==> src/rtl/gwb_pkg.sv <==
// gray world white balance package: types, constants and shared arithmetic
// no dependencies; used by gwb_front, gwb_div, gwb_back and the top level
`timescale 1ns / 1ps

package gwb_pkg;

  localparam int MAX_FRAME_PIXELS = 4194304;
  localparam int CNT_W = $clog2(MAX_FRAME_PIXELS + 1);
  localparam int SUM_W = 30;
  localparam int GAIN_W = 18;
  localparam logic [GAIN_W-1:0] UNITY_GAIN = GAIN_W'(65536);
  localparam int QUEUE_DEPTH = 2;
  localparam int QUEUE_AW = $clog2(QUEUE_DEPTH);
  // divider sized for the channel ratio, the wider of the two numerators
  localparam int DIV_NUM_W = 50;
  localparam int DIV_DEN_W = 33;
  localparam int DIV_CNT_W = $clog2(DIV_NUM_W + 1);
  localparam int PADDR_W = 5;

  typedef enum logic [1:0] {
    PASS_CHAN = 2'd0,
    PASS_LUMA = 2'd1,
    PASS_OUT  = 2'd2
  } pass_e;

  typedef enum logic [2:0] {
    REG_TARGET  = 3'd0,
    REG_WB_MIN  = 3'd1,
    REG_WB_MAX  = 3'd2,
    REG_BR_MIN  = 3'd3,
    REG_BR_MAX  = 3'd4
  } reg_e;

  typedef struct packed {
    logic [7:0]        target_level;
    logic [GAIN_W-1:0] wb_gain_min;
    logic [GAIN_W-1:0] wb_gain_max;
    logic [GAIN_W-1:0] bright_gain_min;
    logic [GAIN_W-1:0] bright_gain_max;
  } cfg_t;

  typedef struct packed {
    logic [1:0] pass_select;
    logic [7:0] blue;
    logic [7:0] green;
    logic [7:0] red;
    logic       frame_end;
  } item_t;

  // (x * gain + 0.5) in q16, saturated to 8 bits
  function automatic logic [7:0] scale_sat(input logic [7:0] x, input logic [GAIN_W-1:0] g);
    logic [26:0] p;
    p = 27'(x) * 27'(g) + 27'd32768;
    return (p[26:16] > 11'd255) ? 8'd255 : p[23:16];
  endfunction

  function automatic logic [7:0] luma(input logic [7:0] b, input logic [7:0] g,
                                      input logic [7:0] r);
    logic [21:0] s;
    s = 22'(b) * 22'd1868 + 22'(g) * 22'd9617 + 22'(r) * 22'd4899 + 22'd8192;
    return s[21:14];
  endfunction

  function automatic logic [GAIN_W-1:0] clamp_gain(input logic [DIV_NUM_W-1:0] q,
                                                   input logic [GAIN_W-1:0] lo,
                                                   input logic [GAIN_W-1:0] hi);
    logic [DIV_NUM_W-1:0] v;
    v = (q < DIV_NUM_W'(lo)) ? DIV_NUM_W'(lo) : q;
    return (v > DIV_NUM_W'(hi)) ? hi : v[GAIN_W-1:0];
  endfunction

endpackage

==> src/rtl/gwb_if.sv <==
// pixel stream interfaces: valid/ready plus the item payload
// depends on nothing
`timescale 1ns / 1ps

interface gwb_in_if;
  logic       valid;
  logic       ready;
  logic [1:0] pass_select;
  logic [7:0] blue_in;
  logic [7:0] green_in;
  logic [7:0] red_in;
  logic       frame_end;
  modport source (output valid, pass_select, blue_in, green_in, red_in, frame_end,
                  input ready);
  modport sink (input valid, pass_select, blue_in, green_in, red_in, frame_end,
                output ready);
endinterface

interface gwb_out_if;
  logic       valid;
  logic       ready;
  logic [7:0] blue_out;
  logic [7:0] green_out;
  logic [7:0] red_out;
  logic       frame_end_out;
  modport source (output valid, blue_out, green_out, red_out, frame_end_out, input ready);
  modport sink (input valid, blue_out, green_out, red_out, frame_end_out, output ready);
endinterface

==> src/rtl/gwb_front.sv <==
// front end: accepts items, drops unused pass codes, queues the rest
// depends on gwb_pkg and gwb_in_if
`timescale 1ns / 1ps

module gwb_front (
  input  logic           clk_i,
  input  logic           rst_ni,
  gwb_in_if.sink         pix_i,
  output logic           q_valid_o,
  output gwb_pkg::item_t q_item_o,
  input  logic           q_pop_i
);

  gwb_pkg::item_t                 mem_q [gwb_pkg::QUEUE_DEPTH];
  logic [gwb_pkg::QUEUE_AW-1:0]   wr_ptr_q, rd_ptr_q;
  logic [gwb_pkg::QUEUE_AW:0]     cnt_q;
  logic                           acc, push, pop;

  assign pix_i.ready = (cnt_q != (gwb_pkg::QUEUE_AW+1)'(gwb_pkg::QUEUE_DEPTH));
  assign acc  = pix_i.valid && pix_i.ready;
  // pass code 3 carries no work
  assign push = acc && (pix_i.pass_select == gwb_pkg::PASS_CHAN ||
                        pix_i.pass_select == gwb_pkg::PASS_LUMA ||
                        pix_i.pass_select == gwb_pkg::PASS_OUT);
  assign pop  = q_pop_i && q_valid_o;

  assign q_valid_o = (cnt_q != '0);
  assign q_item_o  = mem_q[rd_ptr_q];

  always_ff @(posedge clk_i) begin
    if (push) begin
      mem_q[wr_ptr_q] <= '{pass_select: pix_i.pass_select, blue: pix_i.blue_in,
                           green: pix_i.green_in, red: pix_i.red_in,
                           frame_end: pix_i.frame_end};
    end
  end

  always_ff @(posedge clk_i or negedge rst_ni) begin
    if (!rst_ni) begin
      wr_ptr_q <= '0;
      rd_ptr_q <= '0;
      cnt_q    <= '0;
    end else begin
      if (push) wr_ptr_q <= wr_ptr_q + 1'b1;
      if (pop)  rd_ptr_q <= rd_ptr_q + 1'b1;
      cnt_q <= cnt_q + (gwb_pkg::QUEUE_AW+1)'(push) - (gwb_pkg::QUEUE_AW+1)'(pop);
    end
  end

endmodule

==> src/rtl/gwb_div.sv <==
// restoring divider, one quotient bit per cycle
// depends on gwb_pkg
`timescale 1ns / 1ps

module gwb_div (
  input  logic                          clk_i,
  input  logic                          rst_ni,
  input  logic                          start_i,
  input  logic [gwb_pkg::DIV_NUM_W-1:0] num_i,
  input  logic [gwb_pkg::DIV_DEN_W-1:0] den_i,
  output logic                          busy_o,
  output logic                          done_o,
  output logic [gwb_pkg::DIV_NUM_W-1:0] quo_o
);

  logic [gwb_pkg::DIV_NUM_W-1:0] num_q;
  logic [gwb_pkg::DIV_DEN_W-1:0] den_q, rem_q;
  logic [gwb_pkg::DIV_DEN_W:0]   rem_sh;
  logic [gwb_pkg::DIV_CNT_W-1:0] cnt_q;
  logic                          done_q, ge;

  assign rem_sh = {rem_q, num_q[gwb_pkg::DIV_NUM_W-1]};
  assign ge     = (rem_sh >= {1'b0, den_q});
  assign busy_o = (cnt_q != '0);
  assign done_o = done_q;
  assign quo_o  = num_q;

  always_ff @(posedge clk_i) begin
    if (start_i) begin
      num_q <= num_i;
      den_q <= den_i;
      rem_q <= '0;
    end else if (busy_o) begin
      num_q <= {num_q[gwb_pkg::DIV_NUM_W-2:0], ge};
      rem_q <= ge ? gwb_pkg::DIV_DEN_W'(rem_sh - {1'b0, den_q})
                  : rem_sh[gwb_pkg::DIV_DEN_W-1:0];
    end
  end

  always_ff @(posedge clk_i or negedge rst_ni) begin
    if (!rst_ni) begin
      cnt_q  <= '0;
      done_q <= 1'b0;
    end else if (start_i) begin
      cnt_q  <= gwb_pkg::DIV_CNT_W'(gwb_pkg::DIV_NUM_W);
      done_q <= 1'b0;
    end else begin
      if (busy_o) cnt_q <= cnt_q - 1'b1;
      done_q <= busy_o && (cnt_q == gwb_pkg::DIV_CNT_W'(1));
    end
  end

endmodule

==> src/rtl/gwb_back.sv <==
// back end: balancing, statistics, gain updates and the output register
// depends on gwb_pkg, gwb_out_if and gwb_div
`timescale 1ns / 1ps

module gwb_back (
  input  logic           clk_i,
  input  logic           rst_ni,
  input  gwb_pkg::cfg_t  cfg_i,
  input  logic           q_valid_i,
  input  gwb_pkg::item_t q_item_i,
  output logic           q_pop_o,
  gwb_out_if.source      pix_o
);

  typedef enum logic [6:0] {
    S_IDLE  = 7'b0000001,
    S_BAL   = 7'b0000010,
    S_APPLY = 7'b0000100,
    S_PREP  = 7'b0001000,
    S_LOAD  = 7'b0010000,
    S_WAIT  = 7'b0100000,
    S_STORE = 7'b1000000
  } state_e;

  localparam int PROD_W = 8 + gwb_pkg::CNT_W;

  state_e                        state_q, state_d;
  gwb_pkg::item_t                item_q;
  logic [7:0]                    bal_q [3];
  logic [gwb_pkg::SUM_W-1:0]     sum_q [3];
  logic [gwb_pkg::SUM_W-1:0]     luma_sum_q;
  logic [gwb_pkg::CNT_W-1:0]     cnt_q;
  logic [gwb_pkg::GAIN_W-1:0]    gain_q [3];
  logic [gwb_pkg::GAIN_W-1:0]    bgain_q;
  logic                          ben_q;
  logic [1:0]                    ch_q;
  logic [PROD_W-1:0]             prod_q;
  logic                          room, is_chan, out_free, out_load;
  logic [gwb_pkg::SUM_W-1:0]     cur_sum;
  logic [gwb_pkg::SUM_W+1:0]     total;
  logic                          div_start, div_busy, div_done;
  logic [gwb_pkg::DIV_NUM_W-1:0] div_num, div_quo;
  logic [gwb_pkg::DIV_DEN_W-1:0] div_den;
  logic [gwb_pkg::GAIN_W-1:0]    clamped;
  logic                          skip;

  assign room     = (cnt_q < gwb_pkg::CNT_W'(gwb_pkg::MAX_FRAME_PIXELS));
  assign is_chan  = (item_q.pass_select == gwb_pkg::PASS_CHAN);
  assign out_free = !pix_o.valid || pix_o.ready;
  assign out_load = (state_q == S_APPLY) && (item_q.pass_select == gwb_pkg::PASS_OUT)
                    && out_free;
  assign q_pop_o  = (state_q == S_IDLE) && q_valid_i;

  always_comb begin
    case (ch_q)
      2'd0:    cur_sum = sum_q[0];
      2'd1:    cur_sum = sum_q[1];
      default: cur_sum = sum_q[2];
    endcase
  end

  assign total = (gwb_pkg::SUM_W+2)'(sum_q[0]) + (gwb_pkg::SUM_W+2)'(sum_q[1])
               + (gwb_pkg::SUM_W+2)'(sum_q[2]);
  assign skip  = is_chan ? (cur_sum == '0) : (luma_sum_q == '0);

  // rounded quotient: (2n + d) / (2d)
  always_comb begin
    if (is_chan) begin
      div_den = gwb_pkg::DIV_DEN_W'({cur_sum, 2'b00}) + gwb_pkg::DIV_DEN_W'({cur_sum, 1'b0});
      div_num = (gwb_pkg::DIV_NUM_W'(total) << 17) + gwb_pkg::DIV_NUM_W'(cur_sum)
              + gwb_pkg::DIV_NUM_W'({cur_sum, 1'b0});
    end else begin
      div_den = gwb_pkg::DIV_DEN_W'({luma_sum_q, 1'b0});
      div_num = (gwb_pkg::DIV_NUM_W'(prod_q) << 17) + gwb_pkg::DIV_NUM_W'(luma_sum_q);
    end
  end

  assign div_start = (state_q == S_LOAD) && !skip;
  assign clamped   = is_chan
    ? gwb_pkg::clamp_gain(div_quo, cfg_i.wb_gain_min, cfg_i.wb_gain_max)
    : gwb_pkg::clamp_gain(div_quo, cfg_i.bright_gain_min, cfg_i.bright_gain_max);

  gwb_div u_div (
    .clk_i   (clk_i),
    .rst_ni  (rst_ni),
    .start_i (div_start),
    .num_i   (div_num),
    .den_i   (div_den),
    .busy_o  (div_busy),
    .done_o  (div_done),
    .quo_o   (div_quo)
  );

  always_comb begin
    state_d = state_q;
    unique case (state_q)
      S_IDLE:  if (q_valid_i) state_d = S_BAL;
      S_BAL: begin
        if (!is_chan) state_d = S_APPLY;
        else if (item_q.frame_end) state_d = S_PREP;
        else state_d = S_IDLE;
      end
      S_APPLY: begin
        if (item_q.pass_select == gwb_pkg::PASS_OUT) begin
          if (out_free) state_d = S_IDLE;
        end else begin
          state_d = item_q.frame_end ? S_PREP : S_IDLE;
        end
      end
      S_PREP:  state_d = S_LOAD;
      S_LOAD: begin
        if (!skip) state_d = S_WAIT;
        else if (!is_chan || ch_q == 2'd2) state_d = S_IDLE;
      end
      S_WAIT:  if (div_done) state_d = S_STORE;
      S_STORE: state_d = (!is_chan || ch_q == 2'd2) ? S_IDLE : S_LOAD;
      default: state_d = S_IDLE;
    endcase
  end

  // payload registers
  always_ff @(posedge clk_i) begin
    if (q_pop_o) item_q <= q_item_i;
    if (state_q == S_BAL) begin
      bal_q[0] <= gwb_pkg::scale_sat(item_q.blue, gain_q[0]);
      bal_q[1] <= gwb_pkg::scale_sat(item_q.green, gain_q[1]);
      bal_q[2] <= gwb_pkg::scale_sat(item_q.red, gain_q[2]);
    end
    if (state_q == S_PREP) prod_q <= PROD_W'(cfg_i.target_level) * PROD_W'(cnt_q);
    if (out_load) begin
      pix_o.blue_out      <= ben_q ? gwb_pkg::scale_sat(bal_q[0], bgain_q) : bal_q[0];
      pix_o.green_out     <= ben_q ? gwb_pkg::scale_sat(bal_q[1], bgain_q) : bal_q[1];
      pix_o.red_out       <= ben_q ? gwb_pkg::scale_sat(bal_q[2], bgain_q) : bal_q[2];
      pix_o.frame_end_out <= item_q.frame_end;
    end
  end

  always_ff @(posedge clk_i or negedge rst_ni) begin
    if (!rst_ni) begin
      state_q     <= S_IDLE;
      sum_q[0]    <= '0;
      sum_q[1]    <= '0;
      sum_q[2]    <= '0;
      luma_sum_q  <= '0;
      cnt_q       <= '0;
      gain_q[0]   <= gwb_pkg::UNITY_GAIN;
      gain_q[1]   <= gwb_pkg::UNITY_GAIN;
      gain_q[2]   <= gwb_pkg::UNITY_GAIN;
      bgain_q     <= gwb_pkg::UNITY_GAIN;
      ben_q       <= 1'b0;
      ch_q        <= '0;
      pix_o.valid <= 1'b0;
    end else begin
      state_q <= state_d;
      if (out_load) pix_o.valid <= 1'b1;
      else if (pix_o.ready) pix_o.valid <= 1'b0;

      if (state_q == S_BAL && is_chan && room) begin
        sum_q[0] <= sum_q[0] + gwb_pkg::SUM_W'(item_q.blue);
        sum_q[1] <= sum_q[1] + gwb_pkg::SUM_W'(item_q.green);
        sum_q[2] <= sum_q[2] + gwb_pkg::SUM_W'(item_q.red);
        cnt_q    <= cnt_q + 1'b1;
      end
      if (state_q == S_APPLY && item_q.pass_select == gwb_pkg::PASS_LUMA && room) begin
        luma_sum_q <= luma_sum_q + gwb_pkg::SUM_W'(gwb_pkg::luma(bal_q[0], bal_q[1], bal_q[2]));
        cnt_q      <= cnt_q + 1'b1;
      end
      if (state_q == S_PREP) ch_q <= '0;

      if ((state_q == S_LOAD && skip) || state_q == S_STORE) begin
        if (is_chan) begin
          gain_q[ch_q] <= (state_q == S_STORE) ? clamped : gwb_pkg::UNITY_GAIN;
          if (ch_q == 2'd2) begin
            sum_q[0] <= '0;
            sum_q[1] <= '0;
            sum_q[2] <= '0;
            cnt_q    <= '0;
          end else begin
            ch_q <= ch_q + 1'b1;
          end
        end else begin
          bgain_q    <= (state_q == S_STORE) ? clamped : gwb_pkg::UNITY_GAIN;
          ben_q      <= (state_q == S_STORE);
          luma_sum_q <= '0;
          cnt_q      <= '0;
        end
      end
    end
  end

  a_div_idle_on_start: assert property (@(posedge clk_i) disable iff (!rst_ni)
    div_start |-> !div_busy) else $error("divider restarted while busy");
  a_cnt_bound: assert property (@(posedge clk_i) disable iff (!rst_ni)
    cnt_q <= gwb_pkg::CNT_W'(gwb_pkg::MAX_FRAME_PIXELS)) else $error("pixel count overflow");
  a_luma_store: assert property (@(posedge clk_i) disable iff (!rst_ni)
    (state_q == S_STORE && !is_chan) |=> ben_q && luma_sum_q == '0)
    else $error("brightness gain not committed");
  a_out_only_pass2: assert property (@(posedge clk_i) disable iff (!rst_ni)
    $rose(pix_o.valid) |-> $past(item_q.pass_select == gwb_pkg::PASS_OUT))
    else $error("result from a statistics pass");

endmodule

==> src/rtl/gray_world_white_balance_brightness_unit.sv <==
// gray world white balance with brightness correction, top level
// path: a pass 2 item goes through the queue, item register, balance register and output register
// sequencing: the back end takes one item at a time (pop, balance, and apply for pass 1
// or pass 2 items) and pops no new item until done with the last; the end of a statistics
// pass adds the three channel divisions, or the brightness division, in the shared divider
// reset: asynchronous active low; control and config registers return to defaults, gains to unity
`timescale 1ns / 1ps

module gray_world_white_balance_brightness_unit (
  input  logic                        clk_i,
  input  logic                        rst_ni,
  gwb_in_if.sink                      pix_i,
  gwb_out_if.source                   pix_o,
  input  logic                        psel,
  input  logic                        penable,
  input  logic                        pwrite,
  input  logic [gwb_pkg::PADDR_W-1:0] paddr,
  input  logic [31:0]                 pwdata,
  output logic [31:0]                 prdata,
  output logic                        pready
);

  gwb_pkg::cfg_t  cfg_q;
  logic           q_valid, q_pop;
  gwb_pkg::item_t q_item;
  logic           wr_en;
  logic [2:0]     reg_idx;

  // apb: always ready, write lands in the access phase
  assign pready  = 1'b1;
  assign wr_en   = psel && penable && pwrite;
  assign reg_idx = paddr[4:2];

  always_ff @(posedge clk_i or negedge rst_ni) begin
    if (!rst_ni) begin
      cfg_q.target_level    <= 8'd128;
      cfg_q.wb_gain_min     <= gwb_pkg::GAIN_W'(32768);
      cfg_q.wb_gain_max     <= gwb_pkg::GAIN_W'(131072);
      cfg_q.bright_gain_min <= gwb_pkg::GAIN_W'(32768);
      cfg_q.bright_gain_max <= gwb_pkg::GAIN_W'(98304);
    end else if (wr_en) begin
      // addresses beyond the register list are dropped
      case (reg_idx)
        gwb_pkg::REG_TARGET: cfg_q.target_level    <= pwdata[7:0];
        gwb_pkg::REG_WB_MIN: cfg_q.wb_gain_min     <= pwdata[gwb_pkg::GAIN_W-1:0];
        gwb_pkg::REG_WB_MAX: cfg_q.wb_gain_max     <= pwdata[gwb_pkg::GAIN_W-1:0];
        gwb_pkg::REG_BR_MIN: cfg_q.bright_gain_min <= pwdata[gwb_pkg::GAIN_W-1:0];
        gwb_pkg::REG_BR_MAX: cfg_q.bright_gain_max <= pwdata[gwb_pkg::GAIN_W-1:0];
        default: ;
      endcase
    end
  end

  // register read back
  always_comb begin
    case (reg_idx)
      gwb_pkg::REG_TARGET: prdata = 32'(cfg_q.target_level);
      gwb_pkg::REG_WB_MIN: prdata = 32'(cfg_q.wb_gain_min);
      gwb_pkg::REG_WB_MAX: prdata = 32'(cfg_q.wb_gain_max);
      gwb_pkg::REG_BR_MIN: prdata = 32'(cfg_q.bright_gain_min);
      gwb_pkg::REG_BR_MAX: prdata = 32'(cfg_q.bright_gain_max);
      default:             prdata = '0;
    endcase
  end

  // front end: input handshake and item queue
  gwb_front u_front (
    .clk_i     (clk_i),
    .rst_ni    (rst_ni),
    .pix_i     (pix_i),
    .q_valid_o (q_valid),
    .q_item_o  (q_item),
    .q_pop_i   (q_pop)
  );

  // back end: per-pass datapath, gain updates, output register
  gwb_back u_back (
    .clk_i     (clk_i),
    .rst_ni    (rst_ni),
    .cfg_i     (cfg_q),
    .q_valid_i (q_valid),
    .q_item_i  (q_item),
    .q_pop_o   (q_pop),
    .pix_o     (pix_o)
  );

endmodule
==> src/flat_wrapper.sv <==
// flat-port wrapper written by rule: the top's interface ports become plain ports
module gray_world_white_balance_brightness_unit_flat 
  (clk_i, rst_ni, psel, penable, pwrite, paddr, pwdata, prdata, pready, pix_i_valid, pix_i_pass_select, pix_i_blue_in, pix_i_green_in, pix_i_red_in, pix_i_frame_end, pix_i_ready, pix_o_valid, pix_o_blue_out, pix_o_green_out, pix_o_red_out, pix_o_frame_end_out, pix_o_ready);
  gwb_in_if pix_i_i ();
  gwb_out_if pix_o_i ();
  input  logic clk_i;
  input  logic rst_ni;
  input  logic psel;
  input  logic penable;
  input  logic pwrite;
  input  logic [gwb_pkg::PADDR_W-1:0] paddr;
  input  logic [31:0] pwdata;
  output logic [31:0] prdata;
  output logic pready;
  input wire logic [$bits(pix_i_i.valid)-1:0] pix_i_valid;
  input wire logic [$bits(pix_i_i.pass_select)-1:0] pix_i_pass_select;
  input wire logic [$bits(pix_i_i.blue_in)-1:0] pix_i_blue_in;
  input wire logic [$bits(pix_i_i.green_in)-1:0] pix_i_green_in;
  input wire logic [$bits(pix_i_i.red_in)-1:0] pix_i_red_in;
  input wire logic [$bits(pix_i_i.frame_end)-1:0] pix_i_frame_end;
  output wire logic [$bits(pix_i_i.ready)-1:0] pix_i_ready;
  output wire logic [$bits(pix_o_i.valid)-1:0] pix_o_valid;
  output wire logic [$bits(pix_o_i.blue_out)-1:0] pix_o_blue_out;
  output wire logic [$bits(pix_o_i.green_out)-1:0] pix_o_green_out;
  output wire logic [$bits(pix_o_i.red_out)-1:0] pix_o_red_out;
  output wire logic [$bits(pix_o_i.frame_end_out)-1:0] pix_o_frame_end_out;
  input wire logic [$bits(pix_o_i.ready)-1:0] pix_o_ready;
  assign pix_i_i.valid = pix_i_valid;
  assign pix_i_i.pass_select = pix_i_pass_select;
  assign pix_i_i.blue_in = pix_i_blue_in;
  assign pix_i_i.green_in = pix_i_green_in;
  assign pix_i_i.red_in = pix_i_red_in;
  assign pix_i_i.frame_end = pix_i_frame_end;
  assign pix_i_ready = pix_i_i.ready;
  assign pix_o_valid = pix_o_i.valid;
  assign pix_o_blue_out = pix_o_i.blue_out;
  assign pix_o_green_out = pix_o_i.green_out;
  assign pix_o_red_out = pix_o_i.red_out;
  assign pix_o_frame_end_out = pix_o_i.frame_end_out;
  assign pix_o_i.ready = pix_o_ready;
  gray_world_white_balance_brightness_unit u_core (.clk_i(clk_i), .rst_ni(rst_ni), .pix_i(pix_i_i), .pix_o(pix_o_i), .psel(psel), .penable(penable), .pwrite(pwrite), .paddr(paddr), .pwdata(pwdata), .prdata(prdata), .pready(pready));
endmodule
==> config.mk <==
export PLATFORM = sky130hd
export DESIGN_NAME = gray_world_white_balance_brightness_unit_flat
export DESIGN_NICKNAME = d
export VERILOG_FILES = /design/src/rtl/gwb_pkg.sv /design/src/rtl/gwb_if.sv /design/src/rtl/gwb_front.sv /design/src/rtl/gwb_div.sv /design/src/rtl/gwb_back.sv /design/src/rtl/gray_world_white_balance_brightness_unit.sv /design/src/flat_wrapper.sv
export SDC_FILE = /design/constraint.sdc
export NUM_CORES = 2
export LEC_CHECK = 0
export BUFFER_PORTS_ARGS = -buffer_cell sky130_fd_sc_hd__buf_4
export CORE_MARGIN = 3
export CORE_UTILIZATION = 65
export DETAILED_ROUTE_END_ITERATION = 8
export GPL_TIMING_DRIVEN = 0
export PLACE_DENSITY = 0.93
export SYNTH_ARGS = -nofsm -noshare
export SYNTH_HDL_FRONTEND = slang
export SYNTH_SLANG_ARGS = --single-unit
==> constraint.sdc <==
create_clock -name clk_i -period 27.7 [get_ports clk_i]
set_clock_uncertainty 0.1 [all_clocks]
set_input_delay 2.77 -clock clk_i [delete_from_list [all_inputs] [get_ports clk_i]]
set_output_delay 2.77 -clock clk_i [all_outputs]
set_load 0.005 [all_outputs]
==> Flow_metrics.wiki <==
{| class="wikitable"
! Metric !! Value
|-
| Syn Area/Cell || 9.16 sq um
|-
| Worst ir drop on vdd || 453 uV
|-
| Classification of the worst setup path || flop to flop
|-
| Violations in the final reports || max-capacitance violations, max-slew violations
|-
| Number of global-route vias before repair || 63,900
|-
| DR vias/cell || 6.25
|-
| Clk buf depth || 3
|-
| Cell-internal power || 4.11 mW
|-
| Part of the total power dissipated in the clock network || 11.7%
|-
| CTS tree || yes
|-
| Cell chosen for the clock root || clkbuf_16
|-
| Detailed-route wire length per cell || 22.0 microns
|-
| Maximum fanout encountered on the critical timing path || 10
|-
| Type of destination of the critical path || flop
|-
| Hold_ws || 0.375 ns
|-
| Share of layout cells above drive strength 1 || 4.85%
|-
| Clock network latency to the later pin of the worst-skew pair || 0.68 ns
|-
| Main combinational cell family by area after synthesis || adder cells
|-
| Crit-path max cell delay || 1.14 ns
|-
| Final critical-path share of the clock period || 43.4%
|-
| Unrepaired setup endpoints after global routing || no
|-
| Share of synthesized cell area in full adder, half adder and majority cells || 36.9%
|-
| Slew at the pin with the worst max-slew slack || 1.65 ns
|-
| Hold/Removal Path Class || flop to flop
|-
| Sinks on the clock net || 593
|-
| Post-synthesis compound-gate area fraction || 11.2%
|-
| Number of enable flip-flop cells after synthesis || 243
|-
| Drc violations || 0
|-
| Sequential-to-total area share from yosys stat || 21.5%
|-
| Flip-flop and latch count after synthesis || 593
|-
| Period minus WS final || 12.02 ns
|-
| GRT Residual Overflow || 0
|-
| Final setup slack of the worst path || 15.68 ns
|-
| Global routing met3 resource utilization || 9.44%
|-
| Result of the run || finished, violations left
|-
| Global-route met2 utilization || 59.7%
|-
| Sequential share of power || 17.4%
|-
| CP most frequent cell || ha_1
|-
| RePlAce Congestion || 1.02
|-
| Max-cap violations || 1
|-
| Max-slew violation count || 5
|-
| Synthesized instance count || 8,069
|-
| Count of hold-fix buffers inserted at cts || 0
|-
| Final total negative setup slack || 0 ns
|-
| Post-DP HPWL || 170 mm
|-
| Upper clock frequency limit || 0.0832 GHz
|-
| Combined area of all synthesized cells || 73,900 sq um
|-
| Arrival time at the worst endpoint || 12.44 ns
|-
| Die outline width || 343 microns
|-
| Final net count || 9,996
|-
| Number of input and output port buffers inserted || 97
|-
| Net switching fraction of the power || 49.8%
|-
| Initial core utilization || 65.6%
|-
| Number of nets still failing antenna checks after routing || 0
|-
| Violation count after the first detailed-route iteration || 6,552
|-
| Kind of start point of the critical path || flop
|-
| Area of the placeable core || 113,000 sq um
|-
| Slowest cell on the critical path || a211oi_1
|-
| YS warnings || 0
|-
| Share of the synthesized netlist area taken by xor and xnor gates || 3.79%
|-
| Total number of vias || 61,500
|-
| GRT Max-Usage Layer || met2
|-
| Basic-gate share of the synthesized area counting and, or, nand and nor cells || 16.3%
|-
| Total count of hold-check failures in the final report || 0
|-
| FILL cells || 7,829
|-
| Router iterations before antenna repair || 6
|-
| CTS HTree Levels || 3
|-
| Wire length of the first global-routing pass || 340 mm
|-
| Most used flip-flop cell after synthesis || dfrtp_1
|-
| Setup-violating endpoint count in the final report || 0
|-
| Static leakage || 38.0 nW
|-
| Rel. slew slack || -9.75%
|-
| Area growth syn-to-layout || 7.16%
|-
| Power density over the cells || 103 nW/um^2
|-
| Clk pin slew, worst setup/hold paths || 0.07 ns
|-
| Number of buffers added by the clock tree synthesis step || 71
|-
| Grt met1 use || 42.7%
|-
| # resized after CTS || 0
|-
| Worst slack at placement || 16.02 ns
|-
| Die Area || 118,000 sq um
|-
| Floorplan row count || 123
|-
| Required time at the worst-slack endpoint || 28.13 ns
|-
| Number of top-level pins || 131
|-
| Switching component of the power || 4.08 mW
|-
| Combinational power share || 70.9%
|-
| Detailed-route wire length || 216 mm
|-
| Die Height || 343 microns
|-
| Mux cell area share after synthesis || 2.14%
|-
| Antenna violations before repair || 12
|-
| Maximum number of pins on one net before global-route repair || 116
|-
| Share of async-settable or async-resettable flops after synthesis || 53.5%
|-
| Count of distinct cell types in the synthesized netlist || 92
|-
| Overall track demand over capacity in global routing || 36.8%
|-
| Post-CTS setup-driven buffer insertion count || 0
|}
[logic make-up (layout without fill, tap and decap cells)]
kind of cell	after synthesis	after routing
compound gates	1300	1300
xor+xnor	320	320
fa+ha+maj	1667	1667
buf+inv	1592	1822
flops	593	593
mux	146	146
other cells	2	34
simple gates	2449	2449
[layout make-up]
class	instances	area [sq um]	share of cell area (%)
multi-input cells	5897	52100	65.8
flip-flops and latches	593	15900	20.1
inverters	1252	4700	5.94
clock buffers	97	2060	2.60
well taps	1500	1880	2.37
plain buffers	340	1340	1.69
repair buffers	103	881	1.11
clock inverters	30	278	0.351
diodes	19	47.5	0.0600
[critical path: cells and delay by family (launching register included)]
family	cells	cell delay [ns]
fa+ha+maj	12	4.59
compound gates	13	4.52
buf+inv	6	0.88
simple gates	5	0.75
flops	1	0.62
xor+xnor	3	0.42
[registers in the layout, indices dropped and copies added (netlist names), 27 cells and up]
name	count
u_core.u_back.sum_q	90
u_core.cfg_q	80
u_core.u_back.gain_q	54
u_core.u_front.mem_q	54
u_core.u_back.u_div.quo_o	50
u_core.u_back.u_div.rem_q	33
u_core.u_back.u_div.den_q	32
u_core.u_back.prod_q	31
u_core.u_back.luma_sum_q	30
u_core.u_back.item_q	27
[cell usage in the layout (no fill, tap or decap), types with 132 or more instances in the layout]
cell / synthesis / layout
ha_1: 818 / 818
a21oi_1: 299 / 299
inv_1: 1251 / 1251
fa_1: 849 / 849
o21ai_0: 364 / 364
xnor2_1: 188 / 188
edfxtp_1: 243 / 243
xor2_1: 132 / 132
nor2_1: 366 / 362
and2_1: 586 / 586
nand2_1: 910 / 909
dfrtp_1: 306 / 306
clkbuf_1: 301 / 315
[layer usage]
layer | up-vias | routed length (microns)
met2 | 3758 | 99800
met3 | 1090 | 23500
met4 | 8 | 18000
met5 | - | 149
met1 | 29800 | 74400
li1 | 26900 | -
[per-stage QoR]
step           total power, mW  util [%]  instances  instance area [sq um]
2_1_floorplan             5.57         -       8082                  73900
3_3_place_gp              6.68      67.9       9679                  76500
3_5_place_dp              7.03      68.1       9685                  76800
4_1_cts                   8.07      70.2       9812                  79100
5_1_grt                   8.96      70.3       9817                  79100
6_report                  8.19      70.3       9831                  79200
[power groups by stage]
| stage | Clock [mW] | Combinational, mW | Sequential [mW] |
|---|---|---|---|
| after floorplan | 0 | 4.30 | 1.27 |
| after global placement | 0 | 5.28 | 1.40 |
| after detailed placement | 0 | 5.62 | 1.41 |
| after CTS | 0.959 | 5.71 | 1.40 |
| after global routing | 0.993 | 6.54 | 1.43 |
| final | 0.960 | 5.80 | 1.43 |
[worst paths after layout]
path,start,end,slack (ns),cells after the start
max,u_core.u_back.bal_q[0][6]$_SDFFCE_PN1P_,u_core.u_back.luma_sum_q[16]$_DFF_PN0_,15.68,39
min,u_core.u_back.u_div.rem_q[0]$_SDFFE_PP0P_,u_core.u_back.u_div.rem_q[0]$_SDFFE_PP0P_,0.37,2
max reg2reg,u_core.u_back.bal_q[0][6]$_SDFFCE_PN1P_,u_core.u_back.luma_sum_q[16]$_DFF_PN0_,15.68,39
min reg2reg,u_core.u_back.u_div.rem_q[0]$_SDFFE_PP0P_,u_core.u_back.u_div.rem_q[0]$_SDFFE_PP0P_,0.37,2
max in group asynchronous,rst_ni,u_core.u_back.sum_q[46]$_DFF_PN0_,23.73,3
min in group asynchronous,rst_ni,u_core.u_back.sum_q[85]$_DFF_PN0_,2.08,1
[synthesized netlist by cell type (all sizes together) (60+ instances only)]
master	number	area share [%]
inv	1252	6.4
nand2	910	4.6
fa	849	23
ha	818	14
and2	586	5.0
nor2	367	1.9
o21ai	367	2.5
dfrtp	306	10
clkbuf	301	1.5
a21oi	299	2.0
edfxtp	243	9.9
xnor2	188	2.2
xor2	132	1.6
a21o	123	1.2
nand3	111	0.75
nor3	101	0.68
mux2	95	1.4
nand4	63	0.53
o21a	60	0.61
Power figures use the tool's default switching activity.
